===== src/bnht_pkg.sv =====
package bnht_pkg;

    localparam int MAX_NODES_DEF = 8;
    localparam logic [31:0] DISCOVERY_PERIOD_MS_DEF = 32'd30000;

    localparam logic [1:0] OP_FRAME = 2'd0;
    localparam logic [1:0] OP_TICK  = 2'd1;
    localparam logic [1:0] OP_OVERV = 2'd2;

    localparam logic [1:0] KIND_ACCEPT = 2'd0;
    localparam logic [1:0] KIND_IGNORE = 2'd1;
    localparam logic [1:0] KIND_TICK   = 2'd2;
    localparam logic [1:0] KIND_DISABLE = 2'd3;

    localparam logic [2:0] ST_UNKNOWN     = 3'd0;
    localparam logic [2:0] ST_DISCOVERING = 3'd1;
    localparam logic [2:0] ST_ONLINE      = 3'd2;
    localparam logic [2:0] ST_WARNING     = 3'd4;
    localparam logic [2:0] ST_OFFLINE     = 3'd5;

    localparam logic [2:0] REG_ENABLE  = 3'd0;
    localparam logic [2:0] REG_BASE    = 3'd1;
    localparam logic [2:0] REG_ID_MIN  = 3'd2;
    localparam logic [2:0] REG_ID_MAX  = 3'd3;
    localparam logic [2:0] REG_WARN    = 3'd4;
    localparam logic [2:0] REG_OFFLINE = 3'd5;
    localparam logic [2:0] REG_LEGACY  = 3'd6;

    // Entry word: node id, state, link ok, charge enabled, last seen, count.
    localparam int ENTRY_W = 16 + 3 + 1 + 1 + 32 + 32;

    typedef struct packed {
        logic [15:0] node_id;
        logic [2:0]  st;
        logic        link_ok;
        logic        charge_en;
        logic [31:0] last_seen;
        logic [31:0] msg_count;
    } entry_t;

    typedef enum logic [2:0] {
        S_IDLE,
        S_READ,
        S_PROC,
        S_SUMMARY,
        S_OUT
    } state_t;

endpackage


===== src/bnht_ram.sv =====
module bnht_ram #(
    parameter int WIDTH = 8,
    parameter int DEPTH = 8
) (
    input  logic                                        clk,
    input  logic                                        we,
    input  logic [((DEPTH > 1) ? $clog2(DEPTH) : 1)-1:0] waddr,
    input  logic [WIDTH-1:0]                            wdata,
    input  logic [((DEPTH > 1) ? $clog2(DEPTH) : 1)-1:0] raddr,
    output logic [WIDTH-1:0]                            rdata
);
    logic [WIDTH-1:0] mem [DEPTH];

    always_ff @(posedge clk)
    begin
        if (we)
        begin
            mem[waddr] <= wdata;
        end
        rdata <= mem[raddr];
    end
endmodule


===== src/bus_node_health_tracker.sv =====
// Channel | Direction | Handshake       | Payload
// in      | input     | in_valid/ready  | opcode, can_identifier, data_length, now_ms
// out     | output    | out_valid/ready | kind, node_id, entry_index, node_state,
//         |           |                 | table_full, online_nodes, discovery_due,
//         |           |                 | timeout_total, last
// cfg     | input     | cfg_we          | cfg_index, cfg_data
//
// One item at a time. The node table is a single RAM with a registered read; an
// item walks it entry by entry (read, then modify and write back), a frame up
// to its match and a bad frame not at all. Reset clears the control state, the
// fill count, counters and configuration, not the table or the held item and
// result-beat registers. A result beat that is not taken holds the walk in place.
module bus_node_health_tracker
#(
    parameter int MAX_NODES = bnht_pkg::MAX_NODES_DEF,
    parameter logic [31:0] DISCOVERY_PERIOD_MS = bnht_pkg::DISCOVERY_PERIOD_MS_DEF
) (
    input  logic        clk,
    input  logic        rst_n,
    input  logic        in_valid,
    output logic        in_ready,
    input  logic [1:0]  opcode,
    input  logic [28:0] can_identifier,
    input  logic [3:0]  data_length,
    input  logic [31:0] now_ms,
    output logic        out_valid,
    input  logic        out_ready,
    output logic [1:0]  kind,
    output logic [15:0] node_id,
    output logic [2:0]  entry_index,
    output logic [2:0]  node_state,
    output logic        table_full,
    output logic [3:0]  online_nodes,
    output logic        discovery_due,
    output logic [31:0] timeout_total,
    output logic        last,
    input  logic        cfg_we,
    input  logic [2:0]  cfg_index,
    input  logic [31:0] cfg_data
);
    import bnht_pkg::*;

    localparam int AW = (MAX_NODES > 1) ? $clog2(MAX_NODES) : 1;
    localparam int CW = $clog2(MAX_NODES + 1);

    // configuration
    logic        enable_reg;
    logic [4:0]  base_reg;
    logic [15:0] id_min_reg, id_max_reg, legacy_reg;
    logic [31:0] warn_reg, offl_reg;

    always_ff @(posedge clk or negedge rst_n)
    begin
        if (!rst_n)
        begin
            enable_reg <= 1'b0;
            base_reg   <= '0;
            id_min_reg <= '0;
            id_max_reg <= 16'hFFFF;
            warn_reg   <= 32'd5000;
            offl_reg   <= 32'd15000;
            legacy_reg <= 16'd10;
        end
        else if (cfg_we)
        begin
            case (cfg_index)
                REG_ENABLE:  enable_reg <= cfg_data[0];
                REG_BASE:    base_reg   <= cfg_data[4:0];
                REG_ID_MIN:  id_min_reg <= cfg_data[15:0];
                REG_ID_MAX:  id_max_reg <= cfg_data[15:0];
                REG_WARN:    warn_reg   <= cfg_data;
                REG_OFFLINE: offl_reg   <= cfg_data;
                REG_LEGACY:  legacy_reg <= cfg_data[15:0];
                default: ;
            endcase
        end
    end

    // control state
    state_t      state_reg, state_next;
    logic [CW-1:0] used_reg, used_next;
    logic [CW-1:0] idx_reg, idx_next;
    logic [31:0] tcnt_reg, tcnt_next;
    logic [31:0] ldisc_reg, ldisc_next;
    logic [3:0]  online_reg, online_next;
    logic        due_reg, due_next;
    logic        found_reg, found_next;
    logic [CW-1:0] fidx_reg, fidx_next;
    logic [3:0]  ncmd_reg, ncmd_next;
    // held disable command, sent once the walk shows whether another follows
    logic        hold_reg, hold_next;
    logic [15:0] hnid_reg, hnid_next;
    logic [2:0]  hidx_reg, hidx_next;
    logic [2:0]  hst_reg, hst_next;
    // held item
    logic [1:0]  op_reg;
    logic [28:0] id_reg;
    logic [3:0]  dlc_reg;
    logic [31:0] now_reg;
    logic [31:0] legacy_ms_reg;
    // result beat
    logic        ov_reg, ov_next;
    logic [1:0]  kind_reg, kind_next;
    logic [15:0] nid_reg, nid_next;
    logic [2:0]  eidx_reg, eidx_next;
    logic [2:0]  nst_reg, nst_next;
    logic        full_reg, full_next;
    logic [3:0]  oc_reg, oc_next;
    logic        od_reg, od_next;
    logic        last_reg, last_next;

    // RAM
    logic          we;
    logic [AW-1:0] waddr, raddr;
    entry_t        wdata, rdata;

    bnht_ram #(.WIDTH(ENTRY_W), .DEPTH(MAX_NODES)) u_ram (
        .clk   (clk),
        .we    (we),
        .waddr (waddr),
        .wdata (wdata),
        .raddr (raddr),
        .rdata (rdata)
    );

    logic accept;
    assign in_ready = (state_reg == S_IDLE) && !ov_reg;
    assign accept   = in_valid && in_ready;

    logic [15:0] src;
    logic        frame_bad;
    assign src = id_reg[15:0];
    assign frame_bad = (dlc_reg > 4'd8) || (id_reg[28:24] != base_reg) ||
                       (src < id_min_reg) || (src > id_max_reg);

    // entry that takes a disable command
    logic cand;
    assign cand = rdata.link_ok && rdata.charge_en && (ncmd_reg < 4'd8);

    // entry advance on an entry word
    function automatic entry_t advance(entry_t e, logic [31:0] now, logic [31:0] w,
                                       logic [31:0] o, output logic tmo);
        logic [31:0] el;
        entry_t r;
        el  = now - e.last_seen;
        r   = e;
        tmo = 1'b0;
        case (e.st)
            ST_UNKNOWN, ST_DISCOVERING:
            begin
                if (e.msg_count != 0)
                begin
                    r.st = ST_ONLINE; r.link_ok = 1'b1;
                end
            end
            ST_ONLINE:
            begin
                if (el > o)
                begin
                    r.st = ST_OFFLINE; r.link_ok = 1'b0; tmo = 1'b1;
                end
                else if (el > w)
                begin
                    r.st = ST_WARNING; r.link_ok = 1'b0;
                end
            end
            ST_WARNING:
            begin
                if (el > o)
                begin
                    r.st = ST_OFFLINE; r.link_ok = 1'b0; tmo = 1'b1;
                end
                else if (el < w)
                begin
                    r.st = ST_ONLINE; r.link_ok = 1'b1;
                end
            end
            ST_OFFLINE:
            begin
                if (el < w)
                begin
                    r.st = ST_ONLINE; r.link_ok = 1'b1;
                end
            end
            default: ;
        endcase
        return r;
    endfunction

    entry_t e_frame, e_tick, e_pre;
    logic   t_frame, t_tick, t_leg;

    always_comb
    begin
        // frame update of a found entry
        e_pre = rdata;
        e_pre.last_seen = now_reg;
        e_pre.link_ok   = 1'b1;
        e_pre.msg_count = rdata.msg_count + 32'd1;
        e_frame = advance(e_pre, now_reg, warn_reg, offl_reg, t_frame);
        // tick: legacy timeout then advance
        e_pre = rdata;
        t_leg = rdata.link_ok && ((now_reg - rdata.last_seen) > legacy_ms_reg);
        if (t_leg)
        begin
            e_pre.link_ok = 1'b0;
        end
        e_tick = advance(e_pre, now_reg, warn_reg, offl_reg, t_tick);
    end

    logic at_end;
    assign at_end = (idx_reg >= used_reg);

    // next state
    always_comb
    begin
        state_next = state_reg;
        case (state_reg)
            S_IDLE:
                if (accept && enable_reg &&
                    (opcode == OP_FRAME || opcode == OP_TICK || opcode == OP_OVERV))
                begin
                    state_next = S_READ;
                end
            S_READ:
                state_next = S_PROC;
            S_PROC:
            begin
                if (op_reg == OP_FRAME)
                begin
                    if (frame_bad || at_end || found_reg)
                        state_next = S_OUT;
                    else if (rdata.node_id == src)
                        state_next = S_OUT;
                    else
                        state_next = S_READ;
                end
                else if (at_end)
                begin
                    if (op_reg == OP_TICK)
                        state_next = S_SUMMARY;
                    else
                        state_next = hold_reg ? S_OUT : S_IDLE;
                end
                else if (op_reg == OP_OVERV && cand && hold_reg)
                begin
                    state_next = S_OUT;
                end
                else
                begin
                    state_next = S_READ;
                end
            end
            S_SUMMARY:
                state_next = S_OUT;
            S_OUT:
                if (!ov_reg || out_ready)
                begin
                    state_next = (op_reg == OP_OVERV && !last_reg) ? S_READ : S_IDLE;
                end
            default:
                state_next = S_IDLE;
        endcase
    end

    // datapath and outputs
    always_comb
    begin
        used_next  = used_reg;
        idx_next   = idx_reg;
        tcnt_next  = tcnt_reg;
        ldisc_next = ldisc_reg;
        online_next = online_reg;
        due_next   = due_reg;
        found_next = found_reg;
        fidx_next  = fidx_reg;
        ncmd_next  = ncmd_reg;
        hold_next  = hold_reg;
        hnid_next  = hnid_reg;
        hidx_next  = hidx_reg;
        hst_next   = hst_reg;
        ov_next    = ov_reg && !out_ready;
        kind_next  = kind_reg;
        nid_next   = nid_reg;
        eidx_next  = eidx_reg;
        nst_next   = nst_reg;
        full_next  = full_reg;
        oc_next    = oc_reg;
        od_next    = od_reg;
        last_next  = last_reg;
        we    = 1'b0;
        waddr = idx_reg[AW-1:0];
        wdata = rdata;
        raddr = idx_reg[AW-1:0];
        case (state_reg)
            S_IDLE:
            begin
                idx_next    = '0;
                online_next = '0;
                found_next  = 1'b0;
                ncmd_next   = '0;
                due_next    = 1'b0;
                hold_next   = 1'b0;
            end
            S_READ: ;
            S_PROC:
            begin
                if (op_reg == OP_FRAME)
                begin
                    if (!frame_bad && !at_end && rdata.node_id == src)
                    begin
                        we = 1'b1;
                        wdata = e_frame;
                        tcnt_next = tcnt_reg + {31'd0, t_frame};
                        found_next = 1'b1;
                        fidx_next = idx_reg;
                        nst_next = e_frame.st;
                    end
                    else if (!frame_bad && !at_end)
                    begin
                        idx_next = idx_reg + CW'(1);
                    end
                end
                else if (!at_end)
                begin
                    if (op_reg == OP_TICK)
                    begin
                        we = 1'b1;
                        wdata = e_tick;
                        tcnt_next = tcnt_reg + {31'd0, t_leg} + {31'd0, t_tick};
                        if (e_tick.st == ST_ONLINE && online_reg != 4'd15)
                            online_next = online_reg + 4'd1;
                        idx_next = idx_reg + CW'(1);
                    end
                    else
                    begin
                        // clear charging and hold the command for later
                        if (cand)
                        begin
                            we = 1'b1;
                            wdata = rdata;
                            wdata.charge_en = 1'b0;
                            hold_next = 1'b1;
                            hnid_next = rdata.node_id;
                            hidx_next = 3'(idx_reg);
                            hst_next  = rdata.st;
                            ncmd_next = ncmd_reg + 4'd1;
                        end
                        idx_next = idx_reg + CW'(1);
                    end
                end
            end
            S_SUMMARY: ;
            S_OUT: ;
            default: ;
        endcase

        // frame registration path: a new node lands online with a count of one
        if (state_reg == S_PROC && op_reg == OP_FRAME && !frame_bad && at_end &&
            !found_reg && used_reg < CW'(MAX_NODES))
        begin
            we = 1'b1;
            waddr = used_reg[AW-1:0];
            wdata.node_id   = src;
            wdata.link_ok   = 1'b1;
            wdata.charge_en = 1'b1;
            wdata.last_seen = now_reg;
            wdata.msg_count = 32'd1;
            wdata.st        = ST_ONLINE;
            used_next = used_reg + CW'(1);
            found_next = 1'b1;
            fidx_next = used_reg;
            nst_next = ST_ONLINE;
        end

        // emit beats when entering S_OUT
        if (state_next == S_OUT && state_reg != S_OUT)
        begin
            ov_next   = 1'b1;
            full_next = 1'b0;
            oc_next   = '0;
            od_next   = 1'b0;
            last_next = 1'b1;
            if (op_reg == OP_FRAME)
            begin
                if (frame_bad)
                begin
                    kind_next = KIND_IGNORE; nid_next = '0; eidx_next = '0; nst_next = '0;
                end
                else if (found_next)
                begin
                    kind_next = KIND_ACCEPT; nid_next = src; eidx_next = 3'(fidx_next);
                end
                else
                begin
                    kind_next = KIND_IGNORE; nid_next = src; eidx_next = '0;
                    nst_next = '0; full_next = 1'b1;
                end
            end
            else if (op_reg == OP_TICK)
            begin
                kind_next = KIND_TICK; nid_next = '0; eidx_next = '0; nst_next = '0;
                oc_next = online_reg; od_next = due_reg;
            end
            else
            begin
                // send the held command; it is the final one once the walk ends
                kind_next = KIND_DISABLE;
                nid_next  = hnid_reg;
                eidx_next = hidx_reg;
                nst_next  = hst_reg;
                last_next = at_end;
                if (at_end)
                    hold_next = 1'b0;
            end
        end
        if (state_reg == S_READ && op_reg == OP_TICK && idx_reg == '0 && !due_reg &&
            (now_reg - ldisc_reg) >= DISCOVERY_PERIOD_MS)
        begin
            due_next = 1'b1;
            ldisc_next = now_reg;
        end
    end

    // Command beats are held until the walk shows whether another follows;
    // a candidate found while one is held flushes it first.
    always_ff @(posedge clk or negedge rst_n)
    begin
        if (!rst_n)
        begin
            state_reg  <= S_IDLE;
            used_reg   <= '0;
            idx_reg    <= '0;
            tcnt_reg   <= '0;
            ldisc_reg  <= '0;
            online_reg <= '0;
            due_reg    <= 1'b0;
            found_reg  <= 1'b0;
            fidx_reg   <= '0;
            ncmd_reg   <= '0;
            hold_reg   <= 1'b0;
            ov_reg     <= 1'b0;
        end
        else
        begin
            state_reg  <= state_next;
            used_reg   <= used_next;
            idx_reg    <= idx_next;
            tcnt_reg   <= tcnt_next;
            ldisc_reg  <= ldisc_next;
            online_reg <= online_next;
            due_reg    <= due_next;
            found_reg  <= found_next;
            fidx_reg   <= fidx_next;
            ncmd_reg   <= ncmd_next;
            hold_reg   <= hold_next;
            ov_reg     <= ov_next;
        end
    end

    always_ff @(posedge clk)
    begin
        if (accept)
        begin
            op_reg  <= opcode;
            id_reg  <= can_identifier;
            dlc_reg <= data_length;
            now_reg <= now_ms;
            legacy_ms_reg <= 32'(legacy_reg) * 32'd1000;
        end
        hnid_reg <= hnid_next;
        hidx_reg <= hidx_next;
        hst_reg  <= hst_next;
        kind_reg <= kind_next;
        nid_reg  <= nid_next;
        eidx_reg <= eidx_next;
        nst_reg  <= nst_next;
        full_reg <= full_next;
        oc_reg   <= oc_next;
        od_reg   <= od_next;
        last_reg <= last_next;
    end

    assign out_valid     = ov_reg;
    assign kind          = kind_reg;
    assign node_id       = nid_reg;
    assign entry_index   = eidx_reg;
    assign node_state    = nst_reg;
    assign table_full    = full_reg;
    assign online_nodes  = oc_reg;
    assign discovery_due = od_reg;
    assign timeout_total = tcnt_reg;
    assign last          = last_reg;

`ifndef NO_ASSERTIONS
    a_used_bound: assert property (@(posedge clk) disable iff (!rst_n)
        used_reg <= CW'(MAX_NODES)) else $error("fill count past depth");
    a_no_accept_busy: assert property (@(posedge clk) disable iff (!rst_n)
        (state_reg != S_IDLE) |-> !in_ready) else $error("ready while busy");
    a_used_grow: assert property (@(posedge clk) disable iff (!rst_n)
        (used_reg != $past(used_reg)) |-> ($past(op_reg) == OP_FRAME))
        else $error("fill count moved outside a frame");
`endif
endmodule

===== config.mk =====
export PLATFORM = sky130hd
export DESIGN_NAME = bus_node_health_tracker
export DESIGN_NICKNAME = d
export VERILOG_FILES = /design/src/bnht_pkg.sv /design/src/bnht_ram.sv /design/src/bus_node_health_tracker.sv
export SDC_FILE = /design/constraint.sdc
export NUM_CORES = 2
export LEC_CHECK = 0
export BUFFER_PORTS_ARGS = -buffer_cell sky130_fd_sc_hd__buf_2
export CORE_ASPECT_RATIO = 0.9
export CORE_MARGIN = 5
export CORE_UTILIZATION = 35
export CTS_CLUSTER_SIZE = 20
export DETAILED_ROUTE_END_ITERATION = 16
export PLACE_DENSITY = 0.58
export SYNTH_ARGS = -nofsm -noshare
export SYNTH_HDL_FRONTEND = slang
export SYNTH_SLANG_ARGS = --single-unit

===== constraint.sdc =====
create_clock -name clk -period 17.65 [get_ports clk]
set_input_delay 1.765 -clock clk [delete_from_list [all_inputs] [get_ports clk]]
set_output_delay 1.765 -clock clk [all_outputs]
set_load 0.005 [all_outputs]

## Word-level counts from Yosys, hierarchy flattened

Memory sizes are Yosys's and may differ from the RTL's. A register that Yosys moved wholly into a read port is not among the register bits.
Index checks and enable logic that the tools add are counted.

| storage, ports and cells | value |
|---|---|
| output and inout port bits | 65 |
| flip-flop bits (word level) | 351 |
| logic and storage cells | 272 |
| memories kept | 1 |
| RAM bits | 680 |

Memory list:

| name | words | bits a word | rd ports | clocked after memory_dff | wr ports | line | text |
|---|---|---|---|---|---|---|---|
| u_ram.mem | 8 | 85 | 1 | 1 | 1 | bnht_ram.sv:12 | `logic [WIDTH-1:0] mem [DEPTH];` |

| operators by class | value |
|---|---|
| reduce and logical (&&, ||, !) cells | 67 |
| mux-type cells | 105 |
| multiply operators | 1 |
| bitwise operators | 3 |
| order comparisons | 14 |
| equality and inequality tests | 35 |
| add/subtract/negate cells | 11 |

Operators by type and width:

| cell | number |
|---|---|
| 69-bit 2-to-1 mux | 5 |
| 32-bit greater-than comparator | 4 |
| 32-bit 2-to-1 mux | 4 |
| 32-bit by 1-bit adder with 32-bit output | 3 |
| 32-bit subtractor | 3 |
| 4-bit 2-to-1 mux | 22 |
| 85-bit 2-to-1 mux | 1 |
| 3-bit 2-to-1 mux | 27 |
| 65-bit 2-to-1 mux | 1 |
| 32-bit less-than comparator | 2 |
| 32-bit nonzero test | 2 |
| 16-bit 2-to-1 mux | 3 |
| 1-bit 2-to-1 mux | 33 |
| 32-bit by 1-bit adder with 32-bit output (second input constant) | 1 |
| 32-bit by 15-bit greater-or-equal comparator with 1-bit output (second input constant) | 1 |
| 32-bit by 26-bit greater-than comparator with 1-bit output | 1 |
| 4-bit case mux with 4 select lines | 2 |
| 1-bit logical AND | 24 |
| 4-bit case mux with 2 select lines | 3 |
| 16-bit by 7-bit multiplier with 23-bit output (second input constant) | 1 |
| 3-bit equality test (second input constant) | 7 |
| 3-bit by 2-bit equality test with 1-bit output (second input constant) | 6 |
| 4-bit by 1-bit adder with 4-bit output (second input constant) | 4 |
| 16-bit equality test | 1 |
| 27 further kinds | 75 |

## Longest topological paths before layout

| logic depth | value |
|---|---|
| depth after elaboration | 15 |
| mapped depth | 33 |

## Modules after synthesis

From an unflattened synthesis, not the netlist that was laid out.

| unflattened totals | value |
|---|---|
| cells, all modules | 3,530 |
| area total of the unflattened synthesis | 51,577.0 um^2 |

Modules (own cells, without submodules):

| module | area an instance (um^2) | instances | cells an instance |
|---|---|---|---|
| bnht_ram | 27,239.9 | 1 | 1,080 |
| bus_node_health_tracker | 24,337.1 | 1 | 2,450 |

## Least setup slack after synthesis

OpenSTA, ideal clock, no wires.

| timing path | value |
|---|---|
| path type | register -> register |
| from | reg idx_reg[0] |
| to | mem u_ram.mem[0][0] (netlist name) (enable) |
| data arrival time | 6.884 ns |
| stages on the path, launching flop included | 14 |
| period minus slack after synthesis | 7.413 ns |
| path buffers | 3 |
| slack | 10.237 ns |
| required time | 17.121 ns |
| path through | dfrtp_1 > clkbuf_1 > buf_1 > inv_1 > ha_1 > nand2b_1 > a21o_1 > a21o_1 > a21oi_1 > nor4_1 > nand2_1 > clkbuf_1 > a41oi_1 > nor2_1 |

| between the ends | value |
|---|---|
| word-level cells in the longest chain between the ends | 10 |
| elaborated cells on any way between the ends | 15 |

RTL lines:

| what | line | text |
|---|---|---|
| start, declared | bus_node_health_tracker.sv:82 | `logic [CW-1:0] idx_reg, idx_next;` |
| start signal, assigned | bus_node_health_tracker.sv:448 | `idx_reg <= idx_next;` |
| 4-bit greater-or-equal comparator | bus_node_health_tracker.sv:212 | `assign at_end = (idx_reg >= used_reg);` |
| 1-bit logical NOT | n/a |  |
| 1-bit logical AND (2 in a row) | bus_node_health_tracker.sv:310 | `if (!frame_bad && !at_end && rdata.node_id == src)` |
| 1-bit 2-to-1 mux | bus_node_health_tracker.sv:310 |  |
| 1-bit 2-to-1 mux | bus_node_health_tracker.sv:308 | `if (op_reg == OP_FRAME)` |
| 1-bit 2-to-1 mux | bus_node_health_tracker.sv:295 | `case (state_reg)` |
| 1-bit 2-to-1 mux | bus_node_health_tracker.sv:359 | `if (state_reg == S_PROC && op_reg == OP_FRAME && !frame_bad && at_end &&` |
| 1-bit 2-to-1 mux | bnht_ram.sv:16 | `if (we)` |
| 1-bit 2-to-1 mux (not written as such) | bnht_ram.sv:18 | `mem[waddr] <= wdata;` |
| end, declared | bnht_ram.sv:12 |  |

Parallel ways exist; a longest one is shown, timed or not.

==> results.py <==
metrics = {
    "status": {
        "status": "finished, final reports clean",
    },
    "floorplanning": {
        "die_area_um2": 156000,
        "die-width_um": 415,
        "fp-row-count": 133,
        "core_area_um2": 146000,
        "die_h_um": 375,
        "start_util_pct": 35.3,
        "io_pins": 172,
    },
    "clock_network": {
        "htree_levels": 3,
        "clockBufferDepth": 3,
        "clk_pin_slew_worst_paths_ns": 0.06,
        "cts-root-buf": "clkbuf_16",
        "cts_resized": 0,
        "cts_tree": "built",
        "cts.hold.buffers_added": 0,
        "cts_setup_buffers": 0,
        "cts_inserted_buffers": 108,
        "clock_latency_ns": 0.75,
        "clock-sinks": 1108,
    },
    "detailed_routing": {
        "drc_errors": 0,
        "drt-total-wl_um": 124000,
        "drt_first_pass_iters": 6,
        "vias": 29771,
        "vias_per_cell": 5.13,
        "ant_nets": 0,
        "wire_per_inst_um": 21.4,
        "drtIter0Drc": 2134,
    },
    "finish": {
        "top_regs": "u_ram.mem: 680 flops, u_ram.rdata: 85 flops",
        "nets": 4155,
        "postLayoutCellArea_um2": 58600,
        "drive_gt1_share_pct": 21.9,
        "largest_register_ffs": 680,
        "fillers": 13664,
        "fin_cells": 5800,
        "area_growth_pct": 13.3,
        "largest_register": "u_ram.mem",
    },
    "worst_setup_path": {
        "r2r_slack_ns": 9.78,
        "path_buf_inv": 3,
        "crit_family": "compound AO/OA/AOI/OAI gates",
        "r2r_start": "now_reg[0]",
        "reg2reg_depth": 32,
        "required_ns": 18.28,
        "critPathMaxFanout": 6,
        "cp.depth": 32,
        "critPathMaxStageDelay_ns": 0.55,
        "startpoint": "now_reg[0]",
        "end_kind": "register",
        "critPathKind": "reg -> reg",
        "start_kind": "register",
        "crit_slowest_cell": "o41ai_2",
        "crit_arrival_ns": 8.50,
    },
    "timing": {
        "hold_violations": 0,
        "fin_tns_setup_ns": 0,
        "fin_crit_sh_pct": 44.6,
        "setup_viol": 0,
        "tightestPinTransition_ns": 1.14,
        "slew_headroom_pct": 23.0,
        "clock_skew_ns": 0.0630,
        "fmax_mhz": 127,
        "post-route-min-period_ns": 7.87,
        "rsz0062_at_grt": "no",
        "slew_violations": 0,
        "fin_ws_ns": 9.78,
    },
    "synth": {
        "yosysMostFrequentCell": "edfxtp_1",
        "syn_inst": 3553,
        "async_reset_ff_share_pct": 18.8,
        "synth_top_flop_cell": "edfxtp_1",
        "synth_edf_count": 812,
        "synth-seq-cells": 1108,
        "ys_top_cells_by_count": "edfxtp_1 (812), inv_1 (248), ha_1 (245)",
        "synth_top_area_share_pct": 47.1,
        "ys_seq_area_share_pct": 60.7,
        "synth_cell_type_count": 87,
        "syn_area_um2": 51700,
        "yosysWarnings": 0,
        "avgSynthCellArea_um2": 14.6,
        "synth_top_cell_by_area": "edfxtp_1",
        "synth.area.top_cells": "edfxtp_1 (47%), dfrtp_1 (8.6%), mux4_2 (7.4%)",
        "synth.net_count": 3962,
    },
    "global_routing": {
        "grt_max_degree": 76,
        "gr-usage-all-layers_pct": 15.8,
        "antenna_found_initial": 14,
        "grt_pass1_vias": 30273,
        "grt_pass1_wl_um": 190000,
        "overflow": 0,
    },
    "placed_design": {
        "gp_congestion": 0.842,
        "placed_area_um2": 54900,
        "dpl.cell_count": 5593,
        "pre_cts_ws_ns": 9.83,
        "numPortBuffers": 163,
        "dp_hpwl_um": 80700,
    },
    "power_and_ir_drop": {
        "power_density_nw_per_um2": 169,
        "power_switching_mw": 3.50,
        "switching_share_pct": 35.4,
        "seqPwrFrac_pct": 35.1,
        "power.leakage_nw": 21.7,
        "pwr-share-comb_pct": 40.9,
        "pwr-share-clk_pct": 24.0,
        "peakVddDrop_v": 0.000203,
        "internal-power_mw": 6.40,
    },
    "run": {
        "timing.max_cap.violations": 0,
    },
    "worst_hold_path": {
        "min-delay-start": "hst_reg[2]",
        "min-delay-path-class": "reg -> reg",
    },
}
==> cells by family (layout without fill, tap and decap cells) <==
logic type	after synthesis	after routing	share of synthesized area, %
buffers and inverters	372	661	2.83
and+or+nand+nor	721	721	6.86
AOI/OAI and AO/OA	492	492	6.26
DFF	1108	1108	60.7
other	0	1	0
xor gates and xnor gates	160	160	2.71
muxes	398	398	12.5
adders and majority gates	302	302	8.13
==> worst reg2reg max path: cells and delay by family (launching register included) <==
family                     cells  cell delay, ns
AOI/OAI and AO/OA             11            2.70
xor gates and xnor gates       2            0.39
adders and majority gates      5            1.75
buffers and inverters          3            0.22
DFF                            1            0.39
and+or+nand+nor               11            2.33
==> power groups by stage <==
stage          sequential [mW]  clock, mW  combinational (mW)
6_report                  3.48       2.38                4.05
5_1_grt                   3.51       2.56                4.60
4_1_cts                   3.48       2.44                4.10
3_5_place_dp              3.53          0                4.06
3_3_place_gp              3.53          0                4.04
2_1_floorplan             3.41          0                3.18
==> worst min-delay path by stage <==
stage                                to  cells past startpoint
after global routing       hnid_reg[14]                      0
after global placement    node_state[2]                      2
after floorplan              hst_reg[0]                      0
final                     node_state[2]                      2
after detailed placement  node_state[2]                      2
after CTS                 node_state[2]                      2
==> layout by cell type, fill, tap and decap left out, types with 120 or more instances in the layout <==
master / n
ha_1: 245
mux2_2: 192
mux4_2: 170
buf_2: 162
nor2_1: 142
nand2_1: 224
inv_1: 248
edfxtp_1: 812
dfrtp_1: 175
a21oi_1: 120
==> final cells by class <==
cell class | count | area (µm²) | area share, %
Clock inverter | 60 | 684 | 1.17
Clock buffer | 146 | 3020 | 5.15
Multi-Input combinational cell | 2073 | 19000 | 32.4
Timing Repair Buffer | 207 | 1160 | 1.97
Inverter | 248 | 931 | 1.59
Antenna cell | 1 | 2.50 | 0.00427
Tap cell | 1957 | 2450 | 4.18
Sequential cell | 1108 | 31400 | 53.5
==> through the flow <==
stage | utilization (%) | hold WS, ns | power (mW)
finish | 40.0 | 0.450 | 9.91
global route | 40.0 | 0.486 | 10.7
CTS | 40.0 | 0.448 | 10.0
detailed placement | 37.5 | 0.430 | 7.60
global placement | 37.5 | 0.433 | 7.58
floorplan | - | 0.403 | 6.59
==> layer usage <==
| metal | vias up | wire, µm | track usage (%) |
|---|---|---|---|
| met1 | 15154 | 57100 | 22.2 |
| met3 | 168 | 5900 | 2.88 |
| met2 | 675 | 58500 | 25.5 |
| met4 | 4 | 2650 | 3.58 |
| li1 | 13770 | - | - |
| met5 | - | 17 | 0 |
Power figures use the tool's default switching activity.
